<file path="src/rtl/core/dtsi_pkg.sv">
// Package: shared types, codes and helpers of the decimal text to integer block
`timescale 1ns / 1ps
`default_nettype none

package dtsi_pkg;

    // ASCII codes
    localparam logic [7:0] CH_ZERO  = 8'h30;
    localparam logic [7:0] CH_NINE  = 8'h39;
    localparam logic [7:0] CH_POINT = 8'h2E;
    localparam logic [7:0] CH_MINUS = 8'h2D;
    localparam logic [7:0] CH_PLUS  = 8'h2B;

    // result status codes
    localparam logic [1:0] STAT_OK    = 2'd0;
    localparam logic [1:0] STAT_PARSE = 2'd1;
    localparam logic [1:0] STAT_OVF   = 2'd2;

    // configuration register indexes
    localparam int unsigned CFG_IDX_W = 2;
    localparam logic [CFG_IDX_W-1:0] CFG_TARGET_SCALE = 2'd0;
    localparam logic [CFG_IDX_W-1:0] CFG_MAX_MAG      = 2'd1;

    // field widths
    localparam int unsigned EXP_W   = 9;
    localparam int unsigned SCALE_W = 9;

    localparam logic signed [EXP_W-1:0]   EXP_FLOOR  = -9'sd255;
    localparam logic signed [SCALE_W-1:0] SCALE_CEIL = 9'sd255;

    // decoded character
    typedef struct packed {
        logic       is_digit;
        logic       is_point;
        logic       is_minus;
        logic       is_plus;
        logic [3:0] digit;
    } char_class_t;

    function automatic logic signed [SCALE_W-1:0] scale_inc(
        input logic signed [SCALE_W-1:0] s
    );
        scale_inc = (s < SCALE_CEIL) ? s + 9'sd1 : s;
    endfunction

    function automatic logic signed [EXP_W-1:0] exp_dec(
        input logic signed [EXP_W-1:0] e
    );
        exp_dec = (e > EXP_FLOOR) ? e - 9'sd1 : e;
    endfunction

endpackage

`default_nettype wire

</file>
<file path="src/rtl/core/dtsi_if.sv">
// Interfaces: character, result and configuration channels
`timescale 1ns / 1ps
`default_nettype none

interface dtsi_char_if;
    logic       valid;
    logic       ready;
    logic [7:0] char_code;
    logic       is_last;
    logic       is_empty;

    modport source (output valid, char_code, is_last, is_empty, input ready);
    modport sink   (input valid, char_code, is_last, is_empty, output ready);
endinterface

interface dtsi_res_if;
    logic              valid;
    logic              ready;
    logic [1:0]        status;
    logic              sign_neg;
    logic              is_nonempty;
    logic signed [8:0] exponent;
    logic [63:0]       magnitude;

    modport source (output valid, status, sign_neg, is_nonempty, exponent, magnitude,
                    input ready);
    modport sink   (input valid, status, sign_neg, is_nonempty, exponent, magnitude,
                    output ready);
endinterface

interface dtsi_cfg_if;
    logic        valid;
    logic        ready;
    logic [1:0]  index;
    logic [63:0] data;

    modport source (output valid, index, data, input ready);
    modport sink   (input valid, index, data, output ready);
endinterface

`default_nettype wire

</file>
<file path="src/rtl/core/decimal_text_to_scaled_integer.sv">
// Top level: decimal text to scaled integer parser with padding sequencer
//
//  channel | dir | payload                                          | accepted when
//  --------+-----+--------------------------------------------------+----------------------
//  chars   | in  | char_code[7:0], is_last, is_empty                | valid && ready
//  result  | out | status[1:0], sign_neg, is_nonempty, exponent[8:0], magnitude[63:0]
//                                                                     | valid && ready
//  cfg     | in  | index[1:0], data[63:0]                           | valid && ready
//
//  One character word is taken per cycle in RUN while chars.ready is high; the shared x10+digit unit
//  folds it into the accumulator in that same cycle.
//  After the last word, each padding step (up to 32, i.e. -target_scale minus
//  fraction digits) runs a zero through the same unit, then the result word is
//  loaded into the output register.
//  chars.ready is low while padding and while a finished result waits with
//  result.ready low. cfg.ready is always high.
//  Reset (async, rst_n low) clears all number state and loads the register
//  defaults: target_scale 0, max_magnitude 2^63-1.
`timescale 1ns / 1ps
`default_nettype none

module decimal_text_to_scaled_integer #(
    parameter int unsigned VALUE_WIDTH = 64
) (
    input wire logic clk,
    input wire logic rst_n,
    dtsi_char_if.sink   chars,
    dtsi_res_if.source  result,
    dtsi_cfg_if.sink    cfg
);

    localparam int unsigned SW = dtsi_pkg::SCALE_W;
    localparam int unsigned EW = dtsi_pkg::EXP_W;

    // largest value the accumulator can hold
    localparam logic [64:0] CAP65 = (65'd1 << VALUE_WIDTH) - 65'd1;
    localparam logic [63:0] CAP   = CAP65[63:0];

    // sequencer codes
    localparam logic ST_RUN = 1'b0;
    localparam logic ST_PAD = 1'b1;

    // ---------------- configuration registers ----------------
    logic signed [5:0] target_scale_reg, target_scale_next;
    logic [62:0]       max_mag_reg, max_mag_next;
    logic              cfg_fire;

    assign cfg.ready = 1'b1;
    assign cfg_fire  = cfg.valid && cfg.ready;

    always_comb
    begin
        target_scale_next = target_scale_reg;
        max_mag_next      = max_mag_reg;
        if (cfg_fire)
        begin
            unique case (cfg.index)
                dtsi_pkg::CFG_TARGET_SCALE: target_scale_next = cfg.data[5:0];
                dtsi_pkg::CFG_MAX_MAG:      max_mag_next      = cfg.data[62:0];
                default: ;  // unmapped index: ignored
            endcase
        end
    end

    // ---------------- number state ----------------
    logic                   state_reg, state_next;
    logic [VALUE_WIDTH-1:0] acc_reg, acc_next;
    logic                   first_reg, first_next;
    logic                   neg_reg, neg_next;
    logic                   point_reg, point_next;
    logic signed [SW-1:0]   scale_reg, scale_next;
    logic signed [EW-1:0]   exp_reg, exp_next;
    logic [1:0]             err_reg, err_next;

    // output register
    logic                   out_valid_reg, out_valid_next;
    logic [1:0]             out_status_reg, out_status_next;
    logic                   out_neg_reg, out_neg_next;
    logic                   out_nonempty_reg, out_nonempty_next;
    logic signed [EW-1:0]   out_exp_reg, out_exp_next;
    logic [63:0]            out_mag_reg, out_mag_next;

    logic signed [SW-1:0]   target_ext;
    logic                   in_fire;
    logic                   out_fire;

    assign target_ext = {{(SW-6){target_scale_reg[5]}}, target_scale_reg};
    assign out_fire   = out_valid_reg && result.ready;
    // the output slot is free, or frees at this edge
    assign chars.ready = (state_reg == ST_RUN) && (!out_valid_reg || result.ready);
    assign in_fire     = chars.valid && chars.ready;

    // ---------------- character decode ----------------
    dtsi_pkg::char_class_t cls;

    dtsi_classify u_classify (
        .char_code (chars.char_code),
        .cls       (cls)
    );

    // ---------------- shared x10 unit ----------------
    logic                   unit_neg;
    logic [3:0]             unit_digit;
    logic [63:0]            lim64;
    logic [63:0]            lim_eff;
    logic [VALUE_WIDTH-1:0] unit_result;
    logic                   unit_ovf;

    // limit: max_magnitude, one more when negative, never above the width cap
    assign lim64   = {1'b0, max_mag_reg} + {63'd0, unit_neg};
    assign lim_eff = (lim64 > CAP) ? CAP : lim64;

    dtsi_mac10 #(
        .WIDTH (VALUE_WIDTH)
    ) u_mac10 (
        .acc    (acc_reg),
        .digit  (unit_digit),
        .limit  (lim_eff[VALUE_WIDTH-1:0]),
        .result (unit_result),
        .ovf    (unit_ovf)
    );

    // ---------------- sequencer ----------------
    logic take;
    logic sign_char;
    logic produce;
    logic done_clear;

    always_comb
    begin
        state_next    = state_reg;
        acc_next      = acc_reg;
        first_next    = first_reg;
        neg_next      = neg_reg;
        point_next    = point_reg;
        scale_next    = scale_reg;
        exp_next      = exp_reg;
        err_next      = err_reg;

        unit_neg      = neg_reg;
        unit_digit    = 4'd0;
        take          = 1'b0;
        sign_char     = 1'b0;
        produce       = 1'b0;
        done_clear    = 1'b0;

        out_status_next   = out_status_reg;
        out_neg_next      = out_neg_reg;
        out_nonempty_next = out_nonempty_reg;
        out_exp_next      = out_exp_reg;
        out_mag_next      = out_mag_reg;

        unique case (state_reg)
            ST_RUN:
            begin
                take      = in_fire && !chars.is_empty && (err_reg == dtsi_pkg::STAT_OK);
                sign_char = first_reg && (cls.is_minus || cls.is_plus);
                unit_neg  = neg_reg || (first_reg && cls.is_minus);
                unit_digit = cls.digit;

                if (take)
                begin
                    if (first_reg)
                    begin
                        first_next = 1'b0;
                        scale_next = target_ext;
                        neg_next   = cls.is_minus;
                    end
                    if (!sign_char)
                    begin
                        if (cls.is_digit)
                        begin
                            if (unit_ovf)
                                err_next = dtsi_pkg::STAT_OVF;
                            else
                            begin
                                acc_next = unit_result;
                                if (point_reg)
                                begin
                                    scale_next = dtsi_pkg::scale_inc(
                                        first_reg ? target_ext : scale_reg);
                                    exp_next   = dtsi_pkg::exp_dec(exp_reg);
                                end
                            end
                        end
                        else if (cls.is_point)
                        begin
                            if (point_reg)
                                err_next = dtsi_pkg::STAT_PARSE;
                            else
                                point_next = 1'b1;
                        end
                        else
                            err_next = dtsi_pkg::STAT_PARSE;
                    end
                end

                if (in_fire && chars.is_last)
                begin
                    if (first_next)
                    begin
                        // empty string: all-zero OK result
                        produce           = 1'b1;
                        done_clear        = 1'b1;
                        out_status_next   = dtsi_pkg::STAT_OK;
                        out_neg_next      = 1'b0;
                        out_nonempty_next = 1'b0;
                        out_exp_next      = '0;
                        out_mag_next      = '0;
                    end
                    else if ((err_next == dtsi_pkg::STAT_OK) && (scale_next < 0))
                        state_next = ST_PAD;
                    else
                    begin
                        produce           = 1'b1;
                        done_clear        = 1'b1;
                        out_status_next   = err_next;
                        out_neg_next      = neg_next;
                        out_nonempty_next = 1'b1;
                        out_exp_next      = (err_next == dtsi_pkg::STAT_OK) ? exp_next : '0;
                        out_mag_next      = (err_next == dtsi_pkg::STAT_OK) ?
                                            64'(acc_next) : '0;
                    end
                end
            end

            ST_PAD:
            begin
                // one padding zero per cycle
                unit_neg   = neg_reg;
                unit_digit = 4'd0;
                if (unit_ovf)
                begin
                    produce           = 1'b1;
                    done_clear        = 1'b1;
                    state_next        = ST_RUN;
                    out_status_next   = dtsi_pkg::STAT_OVF;
                    out_neg_next      = neg_reg;
                    out_nonempty_next = 1'b1;
                    out_exp_next      = '0;
                    out_mag_next      = '0;
                end
                else
                begin
                    acc_next   = unit_result;
                    scale_next = scale_reg + 9'sd1;
                    exp_next   = dtsi_pkg::exp_dec(exp_reg);
                    if (scale_reg == -9'sd1)
                    begin
                        produce           = 1'b1;
                        done_clear        = 1'b1;
                        state_next        = ST_RUN;
                        out_status_next   = dtsi_pkg::STAT_OK;
                        out_neg_next      = neg_reg;
                        out_nonempty_next = 1'b1;
                        out_exp_next      = exp_next;
                        out_mag_next      = 64'(unit_result);
                    end
                end
            end

            default: state_next = ST_RUN;
        endcase

        if (done_clear)
        begin
            acc_next   = '0;
            first_next = 1'b1;
            neg_next   = 1'b0;
            point_next = 1'b0;
            scale_next = target_ext;
            exp_next   = '0;
            err_next   = dtsi_pkg::STAT_OK;
        end

        if (produce)
            out_valid_next = 1'b1;
        else if (out_fire)
            out_valid_next = 1'b0;
        else
            out_valid_next = out_valid_reg;
    end

    // ---------------- registers ----------------
    always_ff @(posedge clk or negedge rst_n)
    begin
        if (!rst_n)
        begin
            target_scale_reg <= '0;
            max_mag_reg      <= '1;
            state_reg        <= ST_RUN;
            acc_reg          <= '0;
            first_reg        <= 1'b1;
            neg_reg          <= 1'b0;
            point_reg        <= 1'b0;
            scale_reg        <= '0;
            exp_reg          <= '0;
            err_reg          <= dtsi_pkg::STAT_OK;
            out_valid_reg    <= 1'b0;
        end
        else
        begin
            target_scale_reg <= target_scale_next;
            max_mag_reg      <= max_mag_next;
            state_reg        <= state_next;
            acc_reg          <= acc_next;
            first_reg        <= first_next;
            neg_reg          <= neg_next;
            point_reg        <= point_next;
            scale_reg        <= scale_next;
            exp_reg          <= exp_next;
            err_reg          <= err_next;
            out_valid_reg    <= out_valid_next;
        end
    end

    // result payload, no reset needed
    always_ff @(posedge clk)
    begin
        out_status_reg   <= out_status_next;
        out_neg_reg      <= out_neg_next;
        out_nonempty_reg <= out_nonempty_next;
        out_exp_reg      <= out_exp_next;
        out_mag_reg      <= out_mag_next;
    end

    assign result.valid       = out_valid_reg;
    assign result.status      = out_status_reg;
    assign result.sign_neg    = out_neg_reg;
    assign result.is_nonempty = out_nonempty_reg;
    assign result.exponent    = out_exp_reg;
    assign result.magnitude   = out_mag_reg;

endmodule

`default_nettype wire

</file>
<file path="src/rtl/core/dtsi_classify.sv">
// Character decoder: sorts one ASCII code into digit, point, sign or other
`timescale 1ns / 1ps
`default_nettype none

module dtsi_classify (
    input  wire logic [7:0]           char_code,
    output dtsi_pkg::char_class_t     cls
);

    logic [7:0] offset;

    always_comb
    begin
        offset       = char_code - dtsi_pkg::CH_ZERO;
        cls.is_digit = (char_code >= dtsi_pkg::CH_ZERO) && (char_code <= dtsi_pkg::CH_NINE);
        cls.is_point = (char_code == dtsi_pkg::CH_POINT);
        cls.is_minus = (char_code == dtsi_pkg::CH_MINUS);
        cls.is_plus  = (char_code == dtsi_pkg::CH_PLUS);
        cls.digit    = offset[3:0];
    end

endmodule

`default_nettype wire

</file>
<file path="src/rtl/core/dtsi_mac10.sv">
// Shared unit: acc * 10 + digit with overflow check against a limit
`timescale 1ns / 1ps
`default_nettype none

module dtsi_mac10 #(
    parameter int unsigned WIDTH = 64
) (
    input  wire logic [WIDTH-1:0] acc,
    input  wire logic [3:0]       digit,
    input  wire logic [WIDTH-1:0] limit,
    output logic      [WIDTH-1:0] result,
    output logic                  ovf
);

    logic [WIDTH+3:0] acc_ext;
    logic [WIDTH+3:0] sum;

    always_comb
    begin
        acc_ext = {4'b0000, acc};
        // x*10 = x*8 + x*2
        sum     = (acc_ext << 3) + (acc_ext << 1) + {{WIDTH{1'b0}}, digit};
        ovf     = sum > {4'b0000, limit};
        result  = sum[WIDTH-1:0];
    end

endmodule

`default_nettype wire
</file>
<file path="src/flat_wrapper.sv">
// flat-port wrapper written by rule: the top's interface ports become plain ports
module decimal_text_to_scaled_integer_flat 
#(
    parameter int unsigned VALUE_WIDTH = 64
)
  (clk, rst_n, chars_valid, chars_char_code, chars_is_last, chars_is_empty, chars_ready, result_valid, result_status, result_sign_neg, result_is_nonempty, result_exponent, result_magnitude, result_ready, cfg_valid, cfg_index, cfg_data, cfg_ready);
  dtsi_char_if chars_i ();
  dtsi_res_if result_i ();
  dtsi_cfg_if cfg_i ();
  input wire logic clk;
  input wire logic rst_n;
  input wire logic [$bits(chars_i.valid)-1:0] chars_valid;
  input wire logic [$bits(chars_i.char_code)-1:0] chars_char_code;
  input wire logic [$bits(chars_i.is_last)-1:0] chars_is_last;
  input wire logic [$bits(chars_i.is_empty)-1:0] chars_is_empty;
  output wire logic [$bits(chars_i.ready)-1:0] chars_ready;
  output wire logic [$bits(result_i.valid)-1:0] result_valid;
  output wire logic [$bits(result_i.status)-1:0] result_status;
  output wire logic [$bits(result_i.sign_neg)-1:0] result_sign_neg;
  output wire logic [$bits(result_i.is_nonempty)-1:0] result_is_nonempty;
  output wire logic [$bits(result_i.exponent)-1:0] result_exponent;
  output wire logic [$bits(result_i.magnitude)-1:0] result_magnitude;
  input wire logic [$bits(result_i.ready)-1:0] result_ready;
  input wire logic [$bits(cfg_i.valid)-1:0] cfg_valid;
  input wire logic [$bits(cfg_i.index)-1:0] cfg_index;
  input wire logic [$bits(cfg_i.data)-1:0] cfg_data;
  output wire logic [$bits(cfg_i.ready)-1:0] cfg_ready;
  assign chars_i.valid = chars_valid;
  assign chars_i.char_code = chars_char_code;
  assign chars_i.is_last = chars_is_last;
  assign chars_i.is_empty = chars_is_empty;
  assign chars_ready = chars_i.ready;
  assign result_valid = result_i.valid;
  assign result_status = result_i.status;
  assign result_sign_neg = result_i.sign_neg;
  assign result_is_nonempty = result_i.is_nonempty;
  assign result_exponent = result_i.exponent;
  assign result_magnitude = result_i.magnitude;
  assign result_i.ready = result_ready;
  assign cfg_i.valid = cfg_valid;
  assign cfg_i.index = cfg_index;
  assign cfg_i.data = cfg_data;
  assign cfg_ready = cfg_i.ready;
  decimal_text_to_scaled_integer #(.VALUE_WIDTH(VALUE_WIDTH)) u_core (.clk(clk), .rst_n(rst_n), .chars(chars_i), .result(result_i), .cfg(cfg_i));
endmodule
</file>
<file path="config.mk">
export PLATFORM = sky130hd
export DESIGN_NAME = decimal_text_to_scaled_integer_flat
export DESIGN_NICKNAME = d
export VERILOG_FILES = /design/src/rtl/core/dtsi_pkg.sv /design/src/rtl/core/dtsi_if.sv /design/src/rtl/core/decimal_text_to_scaled_integer.sv /design/src/rtl/core/dtsi_classify.sv /design/src/rtl/core/dtsi_mac10.sv /design/src/flat_wrapper.sv
export SDC_FILE = /design/constraint.sdc
export NUM_CORES = 1
export LEC_CHECK = 0
export BUFFER_PORTS_ARGS = -buffer_cell sky130_fd_sc_hd__buf_4
export CELL_PAD_IN_SITES_DETAIL_PLACEMENT = 0
export CELL_PAD_IN_SITES_GLOBAL_PLACEMENT = 2
export CORE_ASPECT_RATIO = 0.8
export CORE_MARGIN = 2
export CORE_UTILIZATION = 35
export DETAILED_ROUTE_END_ITERATION = 7
export PLACE_DENSITY_LB_ADDON = 0.15
export RECOVER_POWER = 100
export SLEW_MARGIN = 20
export SYNTH_ARGS = -nofsm -noshare
export SYNTH_HDL_FRONTEND = slang
export SYNTH_SLANG_ARGS = --single-unit
</file>
<file path="constraint.sdc">
create_clock -name clk -period 8.6 [get_ports clk]
set_input_delay 1.72 -clock clk [delete_from_list [all_inputs] [get_ports clk]]
set_output_delay 1.72 -clock clk [all_outputs]
set_load 0.05 [all_outputs]
</file>
==> results.json, run 1 <==
{
  "postCtsSetupRepairBufs": 0,
  "p_leak_nw": 9.20,
  "ys_async_sr_fraction_pct": 67.2,
  "rows": 73,
  "fin_worst_skew_ns": 0.0176,
  "cp.arrival_ns": 8.65,
  "nNetsFinal": 2446,
  "finalMaxSlewViolations": 223,
  "setup_viol": 0,
  "clockBufferDepth": 3,
  "via_per_inst": 5.25,
  "grt_max_degree": 68,
  "violations": "capacitance limit, slew limit",
  "synth-seq-area-share_pct": 36.1,
  "clock.fmax_mhz": 122,
  "final.min_clock_period_ns": 8.19,
  "hpwl_um": 40900,
  "post_cts_resized": 0,
  "cp_top_family": "compound AO/OA/AOI/OAI gates",
  "routabilityCongestion": 0.858,
  "synth_warnings": 0,
  "cp_max_fo": 5,
  "initial_core_util_pct": 35.4,
  "yosys.area.top_type": "ha_1",
  "syn_inst": 1921,
  "cpMaxStageDelayCell": "or4_4",
  "finalWirelength_um": 52400,
  "synth_cell_types": 96,
  "ys_top_cells_by_area": "ha_1 14%, dfrtp_1 13%, edfxtp_1 13%",
  "cp.required_ns": 9.07,
  "antenna_left": 0,
  "holdWs_ns": 0.507,
  "die_h_um": 204,
  "die_w_um": 254,
  "postCtsHoldBufs": 0,
  "hold_viol": 0,
  "drc": 0,
  "layout-drive-gt1-share_pct": 19.3,
  "cpPeakStageDelay_ns": 0.59,
  "grt_overflow": 0,
  "maxSlewHeadroom_pct": -151,
  "antenna_found_initial": 0,
  "synthMuxAreaShare_pct": 5.45,
  "synth_ff_type": "dfrtp_1",
  "wl_per_cell_um": 18.3,
  "grt_pass1_wl_um": 83100,
  "max-cap-violations": 4,
  "synth_compound_area_share_pct": 15.3,
  "grt_pass1_vias": 14800,
  "dieArea_um2": 52000,
  "tightest_slew_ns": 3.76,
  "min_path_type": "register to register",
  "syn2layout_area_growth_pct": 19.7,
  "clockRootBuffer": "clkbuf_16",
  "coreArea_um2": 49600,
  "clk_latency_ns": 0.58,
  "synth.ff_latch_count": 235,
  "ir_worst_vdd_v": 0.000267,
  "synth_area_um2": 17600,
  "power.density_nw_per_um2": 456,
  "fin_crit_sh_pct": 95.2,
  "dp_slack_ns": -0.273,
  "critPathCaptureType": "register",
  "synth-xor-area-share_pct": 6.73,
  "synthSimpleGateAreaFrac_pct": 19.3,
  "critPathLaunchType": "input port",
  "synth-edff-count": 77,
  "synthAdderAreaFrac_pct": 14.3,
  "status": "finished, violations left",
  "grt_setup_unrepaired": "false",
  "avgSynthCellArea_um2": 9.14,
  "fill_cells": 4966,
  "dpl_cell_area_um2": 20400,
  "pin_count": 161,
  "synth.top_cell.area_share_pct": 14.1,
  "syn_nets": 2202,
  "critPathKind": "input port to register",
  "numPortBuffers": 158,
  "vias": 15000,
  "tritoncts": "yes",
  "dr.pass1.iters": 7,
  "critPathBufInv": 4,
  "clock_sinks": 235,
  "final_area_um2": 21000,
  "cts-buffers-inserted": 28,
  "synth_top_family_by_area": "simple AND/OR/NAND/NOR gates",
  "cts_max_level": 1,
  "clk_transition_reported_paths_ns": 0.07,
  "postLayoutSetupSlackWorst_ns": 0.413,
  "track_usage_pct": 20.1,
  "drt_iter0_markers": 978
}
placed cells by master, fill, tap and decap left out, types with 9 or more instances in the layout:
cell / instances
a21oi_1: 190
a211oi_1: 12
nand2b_1: 12
mux2_2: 73
and4_1: 9
dfstp_2: 64
o21bai_1: 11
inv_1: 33
o21ai_0: 65
nor3_1: 31
nand3_1: 55
edfxtp_1: 77
clkbuf_16: 29
ha_1: 198
buf_4: 178
mux2i_1: 12
and3_1: 23
xnor2_1: 65
xor2_1: 70
dfrtp_1: 94
clkbuf_1: 92
a21o_1: 21
nand2_1: 395
nand4_1: 39
nor2b_1: 12
nor2_1: 89
o211ai_1: 16
nor4_1: 12
logic make-up (layout without fill, tap and decap cells):
logic type      Yosys count  count (layout)
other cells               1               2
compound gates          422             422
xor+xnor                135             135
fa+ha+maj               200             200
simple gates            736             736
buf+inv                 106             372
mux                      86              86
flops                   235             235
stage by stage:
step	util [%]	total power [mW]	setup TNS [ns]	std cells
2_1_floorplan	-	6.26	0	1921
3_3_place_gp	41.0	8.38	-34.24	2810
3_5_place_dp	41.0	8.48	-38.18	2810
4_1_cts	43.2	9.92	0	2862
5_1_grt	42.4	10.4	0	2862
6_report	42.4	9.59	0	2863
synthesized netlist by cell type, drive strengths merged, types with 12 or more instances:
master,count
nand2,395
ha,198
a21oi,197
dfrtp,94
nor2,91
edfxtp,77
mux2,74
o21ai,73
xor2,70
xnor2,65
dfstp,64
nand3,57
clkbuf,46
nand4,39
inv,33
nor3,32
buf,27
and3,25
a21o,21
o211ai,16
nor4,15
a211oi,13
mux2i,12
nand2b,12
nor2b,12
per-layer routing:
metal  global-route usage, %  up-vias  share of wire (%)
li1                        -     7472                  -
met5                       0        -                  0
met3                    2.47       37                3.8
met4                    2.98        0                1.2
met1                    31.8     7256                 54
met2                    29.2      273                 41
path summary, 6_finish.rpt:
path | startpoint | end | slack, ns | cells after the start
max in group asynchronous | rst_n | u_core.acc_reg[50] | 1.78 | 2
worst min register to register | u_core.result.valid | u_core.result.valid | 0.51 | 1
worst max-delay path | chars_char_code[3] | u_core.scale_reg[4] | 0.41 | 30
worst max register to register | u_core.state_reg | u_core.scale_reg[4] | 0.95 | 29
min in group asynchronous | rst_n | u_core.acc_reg[21] | 2.12 | 1
worst min-delay path | u_core.result.valid | u_core.result.valid | 0.51 | 1
final cells by class:
class / count / area, um^2 / area share (%)
multi-input combinational: 1580 / 10800 / 51.1
sequential: 235 / 6350 / 30.2
timing repair buffer: 287 / 1890 / 9.00
tap: 675 / 845 / 4.02
clock buffer: 29 / 726 / 3.45
clock inverter: 23 / 344 / 1.64
inverter: 33 / 124 / 0.589
antenna: 1 / 2.50 / 0.0119
where the power goes:
group	total (mW)	switching [mW]	internal, mW
Sequential	2.20	0.373	1.83
Combinational	6.01	3.97	2.04
Clock	1.39	0.529	0.857
Note: power is estimated with default switching activity, not from simulation.
==> inputs of run 2 (changes only) <==
Settings changed: CELL_PAD_IN_SITES_DETAIL_PLACEMENT 0 to 1, CELL_PAD_IN_SITES_GLOBAL_PLACEMENT 2 to 1, CORE_MARGIN 2 to not set, CORE_UTILIZATION 35 to 43, REMOVE_ABC_BUFFERS set to 1.
==> run 2 against run 1 <==
- the run still ends with capacitance limit, slew limit left
- clock-buffer cell count unchanged
- die area down 20%
- first-iteration DRC count down 14%
- critical path type unchanged
- register-to-register slack worse by 0.06 ns
- core utilization up 9.8 points
- non-clock buffer count down 3
- critical path depth down 1
- cell area down 1.1%
- worst hold slack better by 0.011 ns
==> results.json, run 2 (synthesized netlist as in run 1, its figures left out) <==
{
  "crit_top_cell": "buf_4",
  "tritoncts": "yes",
  "antenna_left": 0,
  "fin_util_pct": 52.2,
  "grt_overflow": 0,
  "grt_max_degree": 64,
  "violations": "capacitance limit, slew limit",
  "numPortBuffers": 158,
  "endpoint": "u_core.result.exponent[6]",
  "wl_per_cell_um": 20.4,
  "clockRootBuffer": "clkbuf_16",
  "postLayoutSetupSlackWorst_ns": 0.352,
  "reg2reg_slack_ns": 0.89,
  "track_usage_pct": 26.5,
  "r2r-end": "u_core.result.exponent[6]",
  "final_cell_mix": "395 x nand2_1, 198 x ha_1, 189 x a21oi_1",
  "maxSlewHeadroom_pct": -147,
  "cpPeakStageDelay_ns": 0.61,
  "critPathLaunchType": "input port",
  "postCtsSetupRepairBufs": 0,
  "clock.fmax_mhz": 121,
  "grt_pass1_wl_um": 88500,
  "dpl_cell_area_um2": 20200,
  "dp_slack_ns": -0.328,
  "tightest_slew_ns": 3.70,
  "drt_iter0_markers": 839,
  "routabilityCongestion": 0.894,
  "fill_cells": 4669,
  "finalWirelength_um": 55400,
  "die_w_um": 228,
  "drc": 0,
  "initial_core_util_pct": 44.1,
  "cp_max_fo": 7,
  "clk_transition_reported_paths_ns": 0.06,
  "status": "finished, violations left",
  "grt_pass1_vias": 16100,
  "rows": 65,
  "cts_max_level": 1,
  "finalMaxSlewViolations": 227,
  "hpwl_um": 43900,
  "cpMaxStageDelayCell": "or4_4",
  "max-cap-violations": 4,
  "final.min_clock_period_ns": 8.25,
  "dieArea_um2": 41700,
  "nNetsFinal": 2442,
  "layout-drive-gt1-share_pct": 19.1,
  "clk_latency_ns": 0.58,
  "via_per_inst": 5.69,
  "fin_crit_sh_pct": 95.9,
  "critPathKind": "input port to register",
  "cp.arrival_ns": 8.57,
  "min_path_type": "register to register",
  "vias": 15500,
  "clock_sinks": 235,
  "mostFrequentLayoutCell": "nand2_1",
  "final_area_um2": 20800,
  "hold_viol": 0,
  "die_h_um": 183,
  "syn2layout_area_growth_pct": 18.4,
  "pin_count": 161,
  "clockBufferDepth": 3,
  "cts-buffers-inserted": 27,
  "grt_setup_unrepaired": "false",
  "coreArea_um2": 39900,
  "startpoint": "chars_char_code[3]",
  "rr_worst_depth": 28,
  "worstReg2RegStart": "u_core.state_reg",
  "dr.pass1.iters": 5,
  "postCtsHoldBufs": 0,
  "post_cts_resized": 0,
  "antenna_found_initial": 1,
  "fin_worst_skew_ns": 0.0257,
  "cp.required_ns": 8.92,
  "critPathCaptureType": "register",
  "finalSetupTns_ns": 0,
  "setup_viol": 0
}
run 2: cell type report:
class,instances,area [um^2],share of cell area (%)
inverters,33,124,0.596
flip-flops and latches,235,6350,30.5
clock buffers,29,683,3.29
clock inverters,21,292,1.40
well taps,536,671,3.23
diodes,1,2.50,0.0120
repair buffers,284,1900,9.15
multi-input cells,1580,10800,51.8
run 2: critical path, delay by kind of cell:
family	cells	cell delay, ns
compound gates	12	2.56
simple gates	9	2.36
buf+inv	4	0.53
xor+xnor	1	0.12
fa+ha+maj	3	1.25
run 2: worst min path at each step:
stage | start | end | cells past startpoint
final | u_core.result.valid | u_core.result.valid | 1
after detailed placement | u_core.result.valid | u_core.result.valid | 1
after floorplan | u_core.neg_reg | u_core.neg_reg | 2
after global routing | u_core.result.valid | u_core.result.valid | 1
after CTS | u_core.result.valid | u_core.result.valid | 1
after global placement | u_core.result.valid | u_core.result.valid | 1
run 2: per-layer routing:
metal | routed length, um | share of wire (%) | vias to the layer above | global-route usage [%]
met4 | 1310 | 2.4 | 0 | 6.26
met1 | 27200 | 49 | 7705 | 38.2
met5 | 0 | 0 | - | 0
met3 | 2060 | 3.7 | 61 | 3.08
li1 | - | - | 7428 | -
met2 | 24800 | 45 | 287 | 42.3
run 2: through the flow:
stage,hold WS [ns],std cells
2_1_floorplan,0.496,1848
3_3_place_gp,0.504,2668
3_5_place_dp,0.499,2668
4_1_cts,0.520,2718
5_1_grt,0.555,2719
6_report,0.518,2719
Power of run 2 is not shown: default switching activity piles up to over one toggle a cycle in this logic, so the estimate is an artifact.
==> inputs of run 3 (changes only) <==
Settings changed: ABC_AREA set to 1, CORE_UTILIZATION 43 to 41.
==> run 3 against run 2 <==
- the flow still finishes with violations (capacitance limit, slew limit)
- global-route usage is 2.0 points higher
- area after synthesis is 16% higher
- register-to-register slack improved by 0.52 ns
- critical path type unchanged
- critical endpoint is now u_core.scale_reg[0]
- highest routed layer is now met5
==> results.json, run 3 <==
{
  "via_per_inst": 5.32,
  "synth_area_um2": 20500,
  "cpMaxStageDelayCell": "nor4b_1",
  "antenna_found_initial": 1,
  "pin_count": 161,
  "critPathKind": "input port to register",
  "critPathCaptureType": "register",
  "reg2reg_slack_ns": 1.41,
  "min_path_type": "register to register",
  "yosys.area.top_type": "nand2_1",
  "clockRootBuffer": "clkbuf_16",
  "vias": 20200,
  "tritoncts": "yes",
  "fill_cells": 6350,
  "grt_setup_unrepaired": "false",
  "synth_common_cells": "741 x nand2_1, 440 x inv_1, 293 x nor2_1, 211 x a21oi_1, 198 x ha_1",
  "clk_transition_reported_paths_ns": 0.06,
  "dieArea_um2": 50800,
  "startpoint": "chars_char_code[7]",
  "final_cells": 3806,
  "cp_max_fo": 8,
  "p_sw_mw": 4.72,
  "final.min_clock_period_ns": 7.90,
  "synth_warnings": 0,
  "routabilityCongestion": 0.926,
  "layout-drive-gt1-share_pct": 11.0,
  "power.total_mw": 8.85,
  "ys_async_sr_fraction_pct": 67.2,
  "cp_top_family": "simple AND/OR/NAND/NOR gates",
  "pwr-share-comb_pct": 65.5,
  "fin_worst_skew_ns": 0.0108,
  "clock_sinks": 235,
  "hpwl_um": 57400,
  "fin_crit_sh_pct": 91.9,
  "endpoint": "u_core.scale_reg[0]",
  "worstReg2RegStart": "u_core.state_reg",
  "diodes": 0,
  "wl_per_cell_um": 18.9,
  "cts_max_level": 1,
  "drt_iter0_markers": 1016,
  "grt_pass1_vias": 21600,
  "status": "finished, violations left",
  "hold_viol": 0,
  "r2r-end": "u_core.scale_reg[0]",
  "rr_worst_depth": 37,
  "nNetsFinal": 3400,
  "holdWs_ns": 0.500,
  "grt_max_degree": 84,
  "sequentialPowerShare_pct": 21.2,
  "syn_inst": 2921,
  "avgSynthCellArea_um2": 7.00,
  "max-cap-violations": 5,
  "setup_viol": 0,
  "clk_latency_ns": 0.59,
  "initial_core_util_pct": 41.9,
  "place_inst": 3756,
  "dr.pass1.iters": 5,
  "maxSlewHeadroom_pct": -138,
  "grt_overflow": 0,
  "mostFrequentLayoutCell": "nand2_1",
  "ys_top_cells_by_area": "nand2_1 14%, ha_1 12%, dfrtp_1 11%",
  "p_clk_share_pct": 13.3,
  "cpPeakStageDelay_ns": 0.46,
  "die_h_um": 202,
  "cp.arrival_ns": 8.36,
  "p_leak_nw": 12.5,
  "p_int_mw": 4.13,
  "cts-buffers-inserted": 27,
  "synth.top_cell.area_share_pct": 13.6,
  "final_cell_mix": "740 x nand2_1, 439 x inv_1, 293 x nor2_1",
  "synth-edff-count": 77,
  "rows": 72,
  "clock.fmax_mhz": 127,
  "coreArea_um2": 48800,
  "numPortBuffers": 158,
  "syn2layout_area_growth_pct": 14.6,
  "cp.required_ns": 9.05,
  "die_w_um": 252,
  "yosysMostFrequentCell": "nand2_1",
  "violations": "capacitance limit, slew limit",
  "critPathBufInv": 7,
  "synth_cell_types": 53,
  "power.density_nw_per_um2": 378,
  "synth.ff_latch_count": 235,
  "worst-path-stages": 44,
  "synth-seq-area-share_pct": 31.0,
  "power_switching_share_pct": 53.3,
  "critPathLaunchType": "input port",
  "track_usage_pct": 28.5,
  "clockBufferDepth": 3,
  "drc": 0,
  "finalMaxSlewViolations": 269,
  "grt_pass1_wl_um": 116000,
  "synth_ff_type": "dfrtp_1",
  "ir_worst_vdd_v": 0.000407,
  "tightest_slew_ns": 3.57,
  "antenna_left": 0,
  "finalWirelength_um": 72000
}
-- run 3: cell count changes after synthesis, sizes merged, moves of 14 or more --
cell,delta
o21ai,+136
nand3,+39
a21oi,+14
o22ai,+65
xnor2,-33
nor2,+210
and3,-19
mux2,-51
inv,+420
nand2,+354
xor2,+19
a21o,-14
-- run 3: area by class of cell --
class	instances	area [um^2]	share of cell area, %
tap	666	833	3.55
clock inverter	11	101	0.432
sequential	235	6350	27.1
multi-input combinational	2148	12000	51.3
inverter	454	1710	7.30
clock buffer	39	781	3.33
timing repair buffer	253	1650	7.04
-- run 3: routing by layer --
layer  part of all wire, %  global-route usage [%]  vias to the layer above
met3                   4.0                    3.05                       81
met1                    49                    41.2                     9892
met2                    45                    45.7                      347
met5                 0.018                       0                        -
li1                      -                       -                     9923
met4                   2.0                    5.84                        2
-- run 3: per-stage QoR --
step                      instance area [um^2]  util (%)  setup TNS (ns)  worst slack [ns]
after detailed placement                 22900      46.9               0            0.0372
final                                    23400      48.0               0             0.697
after global routing                     23400      48.0               0            0.0176
after global placement                   22900      46.9               0             0.161
after floorplan                          20100         -         -124.48             -1.60
after CTS                                23800      48.7               0             0.608
-- run 3: how the worst min path moves through the flow --
stage / slack (ns) / to / from / cells past startpoint
after detailed placement: 0.49 / u_core.max_mag_reg[0] / u_core.max_mag_reg[0] / 2
after global placement: 0.48 / u_core.max_mag_reg[0] / u_core.max_mag_reg[0] / 2
final: 0.50 / u_core.max_mag_reg[0] / u_core.max_mag_reg[0] / 2
after floorplan: 0.47 / u_core.target_scale_reg[2] / u_core.target_scale_reg[2] / 2
after global routing: 0.53 / u_core.max_mag_reg[15] / u_core.max_mag_reg[15] / 2
after CTS: 0.50 / u_core.max_mag_reg[0] / u_core.max_mag_reg[0] / 2
-- run 3: power by group through the flow --
stage          Combinational, mW  Clock [mW]  Sequential (mW)
6_report                    5.80        1.18             1.87
5_1_grt                     6.44        1.24             1.92
4_1_cts                     5.90        1.21             1.87
3_5_place_dp                5.85           0             1.89
3_3_place_gp                5.54           0             1.88
2_1_floorplan               3.28           0             2.10
-- run 3: what timing repair did --
| item | CTS | global route |
|---|---|---|
| hold buffers | 0 | 0 |
| gates resized for setup | 0 | 1 |
| setup buffers | 0 | 0 |
| endpoints found under the setup margin | 0 | 19 |
-- run 3: cell families (layout without fill, tap and decap cells) --
kind of cell,after synthesis,in the layout,share of synthesized area (%)
AND/OR/NAND/NOR,1263,1263,25.7
AO/OA/AOI/OAI,540,540,14.3
buffers and inverters,538,757,10.2
flip-flops,235,235,31.0
adder cells (fa/ha/maj),200,200,12.3
XOR/XNOR,121,121,5.18
multiplexers,23,23,1.27
other,1,1,0.0183
-- run 3: worst min-delay path: cells and delay by family (launching register included) --
kind | cells | cell delay, ns
and+or+nand+nor | 1 | 0.05
DFF | 1 | 0.37
AOI/OAI and AO/OA | 1 | 0.07
